===== config.mk =====
export PLATFORM = sky130hd
export DESIGN_NAME = diff_drive_command_watchdog_unit
export DESIGN_NICKNAME = d
export VERILOG_FILES = /design/src/rtl/ddcw_pkg.sv /design/src/rtl/ddcw_csr.sv /design/src/rtl/ddcw_core.sv /design/src/rtl/diff_drive_command_watchdog_unit.sv
export SDC_FILE = /design/constraint.sdc
export NUM_CORES = 1
export LEC_CHECK = 0
export BUFFER_PORTS_ARGS = -buffer_cell sky130_fd_sc_hd__buf_2
export CAP_MARGIN = 20
export CORE_ASPECT_RATIO = 2
export CORE_MARGIN = 10
export CORE_UTILIZATION = 45
export CTS_CLUSTER_SIZE = 14
export DETAILED_ROUTE_END_ITERATION = 8
export GPL_TIMING_DRIVEN = 1
export HOLD_SLACK_MARGIN = 0.15
export PLACE_DENSITY = 0.69
export SLEW_MARGIN = 5
export SYNTH_ARGS = -nofsm -noshare
export SYNTH_HDL_FRONTEND = slang
export SYNTH_HIERARCHICAL = 1
export SYNTH_SLANG_ARGS = --single-unit
export TNS_END_PERCENT = 30

===== constraint.sdc =====
create_clock -name clock -period 8.49 [get_ports clock]
set_input_delay 1.698 -clock clock [delete_from_list [all_inputs] [get_ports clock]]
set_output_delay 1.698 -clock clock [all_outputs]
set_load 0.02 [all_outputs]

===== src/rtl/ddcw_pkg.sv =====
package ddcw_pkg;

   localparam int unsigned COUNT_W = 16;
   localparam int unsigned DUTY_W  = 8;
   localparam int unsigned BYTE_W  = 8;
   localparam int unsigned CSR_INDEX_W = 2;

   // register indexes on the csr port
   localparam logic [CSR_INDEX_W-1:0] CSR_COMMAND_TIMEOUT = 2'd0;
   localparam logic [CSR_INDEX_W-1:0] CSR_DEBOUNCE        = 2'd1;
   localparam logic [CSR_INDEX_W-1:0] CSR_HEARTBEAT       = 2'd2;

   localparam logic [COUNT_W-1:0] COMMAND_TIMEOUT_RESET = 16'd750;
   localparam logic [COUNT_W-1:0] DEBOUNCE_RESET        = 16'd100;
   localparam logic [COUNT_W-1:0] HEARTBEAT_RESET       = 16'd500;
   localparam logic [DUTY_W-1:0]  SPEED_DUTY_RESET      = 8'd102;
   localparam logic [COUNT_W-1:0] COUNT_MAX             = 16'hFFFF;

   // item kinds
   localparam logic KIND_BYTE = 1'b0;
   localparam logic KIND_TICK = 1'b1;

   // motor direction codes
   localparam logic [1:0] DIR_OFF     = 2'd0;
   localparam logic [1:0] DIR_FORWARD = 2'd1;
   localparam logic [1:0] DIR_REVERSE = 2'd2;

   // command characters, lower case; upper case folds onto them
   localparam logic [BYTE_W-1:0] CHAR_CASE_BIT = 8'h20;
   localparam logic [BYTE_W-1:0] CHAR_F     = 8'h66;
   localparam logic [BYTE_W-1:0] CHAR_B     = 8'h62;
   localparam logic [BYTE_W-1:0] CHAR_L     = 8'h6C;
   localparam logic [BYTE_W-1:0] CHAR_R     = 8'h72;
   localparam logic [BYTE_W-1:0] CHAR_S     = 8'h73;
   localparam logic [BYTE_W-1:0] CHAR_ZERO  = 8'h30;
   localparam logic [BYTE_W-1:0] CHAR_NINE  = 8'h39;

   typedef enum logic [2:0] {
      MODE_STOP    = 3'd0,
      MODE_FORWARD = 3'd1,
      MODE_BACKWARD = 3'd2,
      MODE_PIVOT_LEFT = 3'd3,
      MODE_PIVOT_RIGHT = 3'd4
   } mode_type;

   typedef struct packed {
      logic              command;
      logic [BYTE_W-1:0] rx_byte;
      logic              link_pin;
   } req_type;

   typedef struct packed {
      logic [1:0]        left_dir;
      logic [1:0]        right_dir;
      logic [DUTY_W-1:0] motor_pwm;
      logic              moving;
      logic              link_up;
      logic              led_on;
   } rsp_type;

   typedef struct packed {
      logic [COUNT_W-1:0] command_timeout_ticks;
      logic [COUNT_W-1:0] debounce_ticks;
      logic [COUNT_W-1:0] heartbeat_ticks;
   } cfg_type;

   function automatic logic [DUTY_W-1:0] duty_lookup(input logic [3:0] digit);
      logic [DUTY_W-1:0] duty;
      case (digit)
         4'd0: duty = 8'd0;
         4'd1: duty = 8'd28;
         4'd2: duty = 8'd56;
         4'd3: duty = 8'd84;
         4'd4: duty = 8'd112;
         4'd5: duty = 8'd140;
         4'd6: duty = 8'd168;
         4'd7: duty = 8'd196;
         4'd8: duty = 8'd224;
         4'd9: duty = 8'd255;
         default: duty = 8'd0;
      endcase
      return duty;
   endfunction

endpackage


===== src/rtl/ddcw_csr.sv =====
module ddcw_csr (
   input  logic                                clock,
   input  logic                                reset,
   input  logic                                csr_valid,
   output logic                                csr_ready,
   input  logic [ddcw_pkg::CSR_INDEX_W-1:0]    csr_index,
   input  logic [ddcw_pkg::COUNT_W-1:0]        csr_data,
   output ddcw_pkg::cfg_type                   cfg
);

   ddcw_pkg::cfg_type cfg_ff;
   ddcw_pkg::cfg_type cfg_in;

   assign csr_ready = 1'b1;
   assign cfg       = cfg_ff;

   always_comb begin
      cfg_in = cfg_ff;
      if (csr_valid) begin
         case (csr_index)
            ddcw_pkg::CSR_COMMAND_TIMEOUT: cfg_in.command_timeout_ticks = csr_data;
            ddcw_pkg::CSR_DEBOUNCE:        cfg_in.debounce_ticks        = csr_data;
            ddcw_pkg::CSR_HEARTBEAT:       cfg_in.heartbeat_ticks       = csr_data;
            default: ;
         endcase
      end
   end

   always_ff @(posedge clock) begin
      if (reset) begin
         cfg_ff.command_timeout_ticks <= ddcw_pkg::COMMAND_TIMEOUT_RESET;
         cfg_ff.debounce_ticks        <= ddcw_pkg::DEBOUNCE_RESET;
         cfg_ff.heartbeat_ticks       <= ddcw_pkg::HEARTBEAT_RESET;
      end else begin
         cfg_ff <= cfg_in;
      end
   end

endmodule


===== src/rtl/ddcw_core.sv =====
module ddcw_core (
   input  logic               clock,
   input  logic               reset,
   input  logic               enable,
   input  ddcw_pkg::req_type  item,
   input  ddcw_pkg::cfg_type  cfg,
   output ddcw_pkg::rsp_type  result
);

   ddcw_pkg::mode_type           mode_ff, mode_in;
   logic [ddcw_pkg::DUTY_W-1:0]  duty_ff, duty_in;
   logic [ddcw_pkg::COUNT_W-1:0] since_command_ff, since_command_in;
   logic [ddcw_pkg::COUNT_W-1:0] since_link_ff, since_link_in;
   logic [ddcw_pkg::COUNT_W-1:0] since_toggle_ff, since_toggle_in;
   logic                         last_raw_ff, last_raw_in;
   logic                         link_ff, link_in;
   logic                         led_ff, led_in;

   logic [ddcw_pkg::BYTE_W-1:0]  folded;
   logic [ddcw_pkg::COUNT_W-1:0] interval;
   logic                         moving;

   function automatic logic [ddcw_pkg::COUNT_W-1:0] sat_inc(
      input logic [ddcw_pkg::COUNT_W-1:0] v);
      return (v == ddcw_pkg::COUNT_MAX) ? v : v + 1'b1;
   endfunction

   assign folded = item.rx_byte | ddcw_pkg::CHAR_CASE_BIT;

   always_comb begin
      mode_in          = mode_ff;
      duty_in          = duty_ff;
      since_command_in = since_command_ff;
      since_link_in    = since_link_ff;
      since_toggle_in  = since_toggle_ff;
      last_raw_in      = last_raw_ff;
      link_in          = link_ff;
      led_in           = led_ff;
      interval         = cfg.heartbeat_ticks;

      if (item.command == ddcw_pkg::KIND_BYTE) begin
         since_command_in = '0;
         if (item.rx_byte >= ddcw_pkg::CHAR_ZERO && item.rx_byte <= ddcw_pkg::CHAR_NINE) begin
            duty_in = ddcw_pkg::duty_lookup(item.rx_byte[3:0]);
         end else begin
            case (folded)
               ddcw_pkg::CHAR_F: mode_in = ddcw_pkg::MODE_FORWARD;
               ddcw_pkg::CHAR_B: mode_in = ddcw_pkg::MODE_BACKWARD;
               ddcw_pkg::CHAR_L: mode_in = ddcw_pkg::MODE_PIVOT_LEFT;
               ddcw_pkg::CHAR_R: mode_in = ddcw_pkg::MODE_PIVOT_RIGHT;
               ddcw_pkg::CHAR_S: mode_in = ddcw_pkg::MODE_STOP;
               default: ;
            endcase
         end
      end else begin
         since_command_in = sat_inc(since_command_ff);
         since_link_in    = sat_inc(since_link_ff);
         since_toggle_in  = sat_inc(since_toggle_ff);

         if (item.link_pin != last_raw_ff) begin
            last_raw_in   = item.link_pin;
            since_link_in = '0;
         end
         if (since_link_in >= cfg.debounce_ticks && item.link_pin != link_ff) begin
            link_in = item.link_pin;
            if (!item.link_pin) begin
               mode_in = ddcw_pkg::MODE_STOP;
            end
         end
         if (mode_in != ddcw_pkg::MODE_STOP &&
             since_command_in > cfg.command_timeout_ticks) begin
            mode_in = ddcw_pkg::MODE_STOP;
         end

         // quarter interval while driving
         if (mode_in != ddcw_pkg::MODE_STOP) begin
            interval = cfg.heartbeat_ticks >> 2;
         end
         if (since_toggle_in >= interval) begin
            since_toggle_in = '0;
            led_in          = ~led_ff;
         end
      end
   end

   assign moving = (mode_in != ddcw_pkg::MODE_STOP);

   always_comb begin
      case (mode_in)
         ddcw_pkg::MODE_FORWARD: begin
            result.left_dir  = ddcw_pkg::DIR_FORWARD;
            result.right_dir = ddcw_pkg::DIR_FORWARD;
         end
         ddcw_pkg::MODE_BACKWARD: begin
            result.left_dir  = ddcw_pkg::DIR_REVERSE;
            result.right_dir = ddcw_pkg::DIR_REVERSE;
         end
         ddcw_pkg::MODE_PIVOT_LEFT: begin
            result.left_dir  = ddcw_pkg::DIR_REVERSE;
            result.right_dir = ddcw_pkg::DIR_FORWARD;
         end
         ddcw_pkg::MODE_PIVOT_RIGHT: begin
            result.left_dir  = ddcw_pkg::DIR_FORWARD;
            result.right_dir = ddcw_pkg::DIR_REVERSE;
         end
         default: begin
            result.left_dir  = ddcw_pkg::DIR_OFF;
            result.right_dir = ddcw_pkg::DIR_OFF;
         end
      endcase
      result.motor_pwm = moving ? duty_in : '0;
      result.moving    = moving;
      result.link_up   = link_in;
      result.led_on    = led_in;
   end

   always_ff @(posedge clock) begin
      if (reset) begin
         mode_ff          <= ddcw_pkg::MODE_STOP;
         duty_ff          <= ddcw_pkg::SPEED_DUTY_RESET;
         since_command_ff <= '0;
         since_link_ff    <= '0;
         since_toggle_ff  <= '0;
         last_raw_ff      <= 1'b0;
         link_ff          <= 1'b0;
         led_ff           <= 1'b0;
      end else if (enable) begin
         mode_ff          <= mode_in;
         duty_ff          <= duty_in;
         since_command_ff <= since_command_in;
         since_link_ff    <= since_link_in;
         since_toggle_ff  <= since_toggle_in;
         last_raw_ff      <= last_raw_in;
         link_ff          <= link_in;
         led_ff           <= led_in;
      end
   end

endmodule


===== src/rtl/diff_drive_command_watchdog_unit.sv =====
// Tank drive controller with command watchdog, link debouncer and heartbeat LED.
// Items are either a received command byte or a one millisecond tick carrying
// the raw link pin; every item yields exactly one result item showing motor
// directions, pwm duty, moving, debounced link and LED state after that item.
// One item per clock is sustained while rsp_stall is low: an item is held in
// the input register, the state update and result decode run in one pass of
// logic, and the result is held in the output register until taken. rsp_valid
// rises when the item moves from the input register into the output register,
// which waits while a stalled result still fills it. Back pressure on rsp_stall
// reaches req_stall only once both the input and the output register hold an
// item. Registers are written through the csr port (always ready); the user must
// write them only while no item is in flight, not enforced by the block: 0 command
// timeout, 1 debounce length, 2 heartbeat interval; other indexes are ignored.
module diff_drive_command_watchdog_unit (
   input  logic                             clock,
   input  logic                             reset,
   // item input channel
   input  logic                             req_valid,
   output logic                             req_stall,
   input  ddcw_pkg::req_type                req_data,
   // result channel
   output logic                             rsp_valid,
   input  logic                             rsp_stall,
   output ddcw_pkg::rsp_type                rsp_data,
   // register write port
   input  logic                             csr_valid,
   output logic                             csr_ready,
   input  logic [ddcw_pkg::CSR_INDEX_W-1:0] csr_index,
   input  logic [ddcw_pkg::COUNT_W-1:0]     csr_data
);

   ddcw_pkg::cfg_type cfg;
   ddcw_pkg::rsp_type result;

   // input register
   logic              in_valid_ff, in_valid_in;
   ddcw_pkg::req_type in_data_ff;

   // output register
   logic              out_valid_ff, out_valid_in;
   ddcw_pkg::rsp_type out_data_ff;

   logic accept;
   logic advance;

   // the held item moves on when the output register is free or being emptied
   assign advance   = in_valid_ff && (!out_valid_ff || !rsp_stall);
   assign req_stall = in_valid_ff && !advance;
   assign accept    = req_valid && !req_stall;

   assign in_valid_in  = accept || (in_valid_ff && !advance);
   assign out_valid_in = advance || (out_valid_ff && rsp_stall);

   ddcw_csr u_csr (
      .clock     (clock),
      .reset     (reset),
      .csr_valid (csr_valid),
      .csr_ready (csr_ready),
      .csr_index (csr_index),
      .csr_data  (csr_data),
      .cfg       (cfg)
   );

   // state commits only when the item moves into the output register
   ddcw_core u_core (
      .clock  (clock),
      .reset  (reset),
      .enable (advance),
      .item   (in_data_ff),
      .cfg    (cfg),
      .result (result)
   );

   always_ff @(posedge clock) begin
      if (reset) begin
         in_valid_ff  <= 1'b0;
         out_valid_ff <= 1'b0;
      end else begin
         in_valid_ff  <= in_valid_in;
         out_valid_ff <= out_valid_in;
      end
   end

   // payload registers, no reset needed
   always_ff @(posedge clock) begin
      if (accept) begin
         in_data_ff <= req_data;
      end
      if (advance) begin
         out_data_ff <= result;
      end
   end

   assign rsp_valid = out_valid_ff;
   assign rsp_data  = out_data_ff;

endmodule


==> run_results.csv <==
group,metric,value,unit
synth,synth_top_area_share,28.0,%
grt,grt_overflow,0,
clock_tree,cts_tree,"done",
floorplan,ios,51,
setup_path,worstReg2RegEnd,"u_core/since_toggle_ff[13]",
floorplan,rows,69,
synth,yosys-top-cells-area,"dfxtp_1, edfxtp_1, mux2i_1, ha_1, nor2_1",
synth,postSynthCellCount,933,
synth,synth.ff_latch_count,137,
placed_design,place_congestion,0.846,
clock_tree,clock_path_buffers,2,
floorplan,coreArea,0.0176,mm2
timing,setup_viol_count_final,0,
setup_path,required,8850,ps
setup_path,critical_path.startpoint,"u_core/since_command_ff[4]",
synth,synth_nets,1021,
setup_path,crit_arrival,7670,ps
synth,synth.most_common_cell,"nor2_1",
synth,yosysSeqAreaShare,37.4,%
grt,grt_usage,16.0,%
setup_path,cp-end-kind,"register",
timing,clock_skew,13.7,ps
setup_path,startpoint_type,"register",
pwr,total_power,1500,uW
pwr,irDropWorstVdd,0.000132,V
grt,grt_pass1_vias,6626,
clock_tree,cts_resized,0,
timing,rsz0062_at_grt,"no",
placed_design,hpwlAfterDp,13800,um
cells_and_area,multiInputGateArea,0.00458,mm2
routing,wl_per_cell,16.2,um
floorplan,die_w,114,um
cells_and_area,final.fill_count,1636,
synth,synth_ff_type,"dfxtp_1",
placed_design,numPortBuffers,49,
clock_tree,postCtsSetupRepairBufs,0,
timing,fin_crit_sh,86.1,%
hold_path,min_path_type,"register to register",
setup_path,cp_max_fo,16,
setup_path,cpMostUsedCell,"a2111oi_0",
floorplan,dieArea,0.0239,mm2
cells_and_area,diodes,0,
clock_tree,cts_hold_buf,0,
cells_and_area,regArea,0.00299,mm2
placed_design,place_worst_setup_slack,1240,ps
routing,drc,0,
hold_path,hold_depth,2,
timing,fmax,137,MHz
grt,grt_max_degree,90,
routing,vias,6552,
synth,yosysWarningCount,6,
timing,slew-limit-headroom,25.4,%
clock_tree,cts_buffers,17,
setup_path,max_stage_delay,640,ps
clock_tree,cts_sinks,137,
grt,grt_pass1_wl,31700,um
pwr,leakage,0.00369,uW
cells_and_area,layout.nets,1047,
synth,avgSynthCellArea,8.59,um2
timing,slew_viol_final,0,
setup_path,r2r-start,"u_core/since_command_ff[4]",
setup_path,cp_cell_sequence,"nand4_2, or4_4, or4_1, o2111ai_1, nor3_1, xor2_1, ha_1, a2111oi_0, o21ai_0, nor4b_1, o31a_1, nor2_1, o31a_1, buf_4, mux2i_1, ha_1, a2111oi_0, o21ai_0, a2111oi_0, o211ai_1, nor3_1, a22o_1",
routing,drt_iter0_drc,277,
clock_tree,root_buffer,"clkbuf_16",
timing,timing.final.hold_violations,0,
timing,layout_min_cycle_time,7310,ps
routing,wirelength,19200,um
cells_and_area,area_growth_syn_to_layout,11.2,%
timing,tns,0,ps
timing,final.setup.worst_slack,1180,ps
grt,antenna_found_initial,0,
cells_and_area,drive_gt1_share,10.3,%
status,status,"finished clean",
clock_tree,h-tree-depth,4,
floorplan,die_h,209,um
clock_tree,clk_pin_slew,70,ps
synth,syn-cell-area,0.00801,mm2
setup_path,reg2reg_slack,1180,ps
routing,viasPerCell,5.53,
synth,synth-edff-count,25,
synth,yosysUniqueCellTypes,65,
routing,drtPass1Iterations,5,
hold_path,min_to,"u_core/since_toggle_ff[7]",
hold_path,min_from,"u_core/since_toggle_ff[7]",
timing,worst_slew_pin_slew,1120,ps
pwr,power_density,169,mW/mm2
synth,synth-async-reset-ratio,0,%
synth,synthTopCellsByCount,"nor2_1, dfxtp_1, nand2_1",
floorplan,start_util,45.5,%
routing,drtAntennaViolNets,0,
clock_tree,clk_latency,420,ps
synth,synth_area_leader_cell,"dfxtp_1",
setup_path,worstSetupPathType,"register to register",
setup_path,cp_slowest_cell,"nor3_1",
flow_run,maxCapViolCount,0,
setup_path,ff2ff_path_depth,22,
[cell usage in the layout (no fill, tap or decap), types with 7 or more instances in the layout]
cell type / n
nand2_1: 74
nand4_1: 13
a31oi_1: 9
nor4_1: 7
nand2b_1: 54
clkbuf_16: 18
and3_1: 8
buf_4: 7
a22oi_1: 7
mux2i_1: 71
dfxtp_1: 112
inv_1: 56
nand3b_1: 8
buf_2: 48
nor3_1: 20
xnor2_1: 23
nor2_1: 113
o21ai_0: 35
edfxtp_1: 25
ha_1: 55
nand3_1: 22
a21oi_1: 71
xor2_1: 12
nor2b_1: 10
[power by group]
group	total, uW	switching (uW)	internal (uW)
Sequential	692	12.9	679
Combinational	120	74.8	45.0
Clock	692	290	402
Total	1500	378	1130
[metal layers]
layer	routed length (um)	track usage [%]	up-vias
met4	305	4.95	0
met5	0	0	-
met1	8490	19.3	3087
met3	669	3.10	27
met2	9710	27.5	115
li1	-	-	3323
[area by class of cell]
cell class | instances | share of cell area, %
Clock buffer | 21 | 5.29
Tap cell | 213 | 2.99
Multi-Input combinational cell | 691 | 51.4
Timing Repair Buffer | 56 | 3.44
Sequential cell | 137 | 33.6
Inverter | 56 | 2.36
Clock inverter | 11 | 0.941
[critical path: cells and delay by family (launching register included)]
kind / cells / cell delay (ps)
xor+xnor: 1 / 190
flops: 1 / 450
mux: 1 / 240
simple gates: 7 / 2420
buf+inv: 1 / 260
compound gates: 10 / 3120
fa+ha+maj: 2 / 570
[state kept, by name, summed over array words and instances (netlist names)]
register and cells:
u_csr/cfg 48, u_core/since_command_ff 16, u_core/since_link_ff 16, u_core/since_toggle_ff 16, rsp_data 15, in_data_ff 10
u_core/duty_ff 8, u_core/mode_ff 3, in_valid_ff 1, rsp_valid 1, u_core/last_raw_ff 1, u_core/led_ff 1
u_core/link_ff 1
[logic make-up after synthesis]
logic type,share of synthesized area (%)
AOI/OAI and AO/OA,13.1
xor gates and xnor gates,3.83
adders and majority gates,8.59
buffers and inverters,5.62
DFF,37.4
muxes,9.43
other,0.0468
and+or+nand+nor,22.1
[how the worst max path moves through the flow]
stage	end	slack [ps]
2_1_floorplan	rsp_data[0]	1850
3_3_place_gp	u_core/since_toggle_ff[15]	1490
3_5_place_dp	u_core/since_toggle_ff[15]	1240
4_1_cts	u_core/since_toggle_ff[13]	1240
5_1_grt	u_core/since_toggle_ff[13]	730
6_report	u_core/since_toggle_ff[13]	1180
[per-stage QoR]
step / hold slack [ps] / std cells / util, % / instance area, um2
after detailed placement: 449 / 1152 / 47.4 / 8340
after global placement: 439 / 1152 / 47.4 / 8340
after global routing: 480 / 1185 / 50.6 / 8910
final: 457 / 1185 / 50.6 / 8910
after CTS: 457 / 1184 / 50.5 / 8900
after floorplan: 432 / 933 / - / 8010
(Power assumes the default switching activity.)
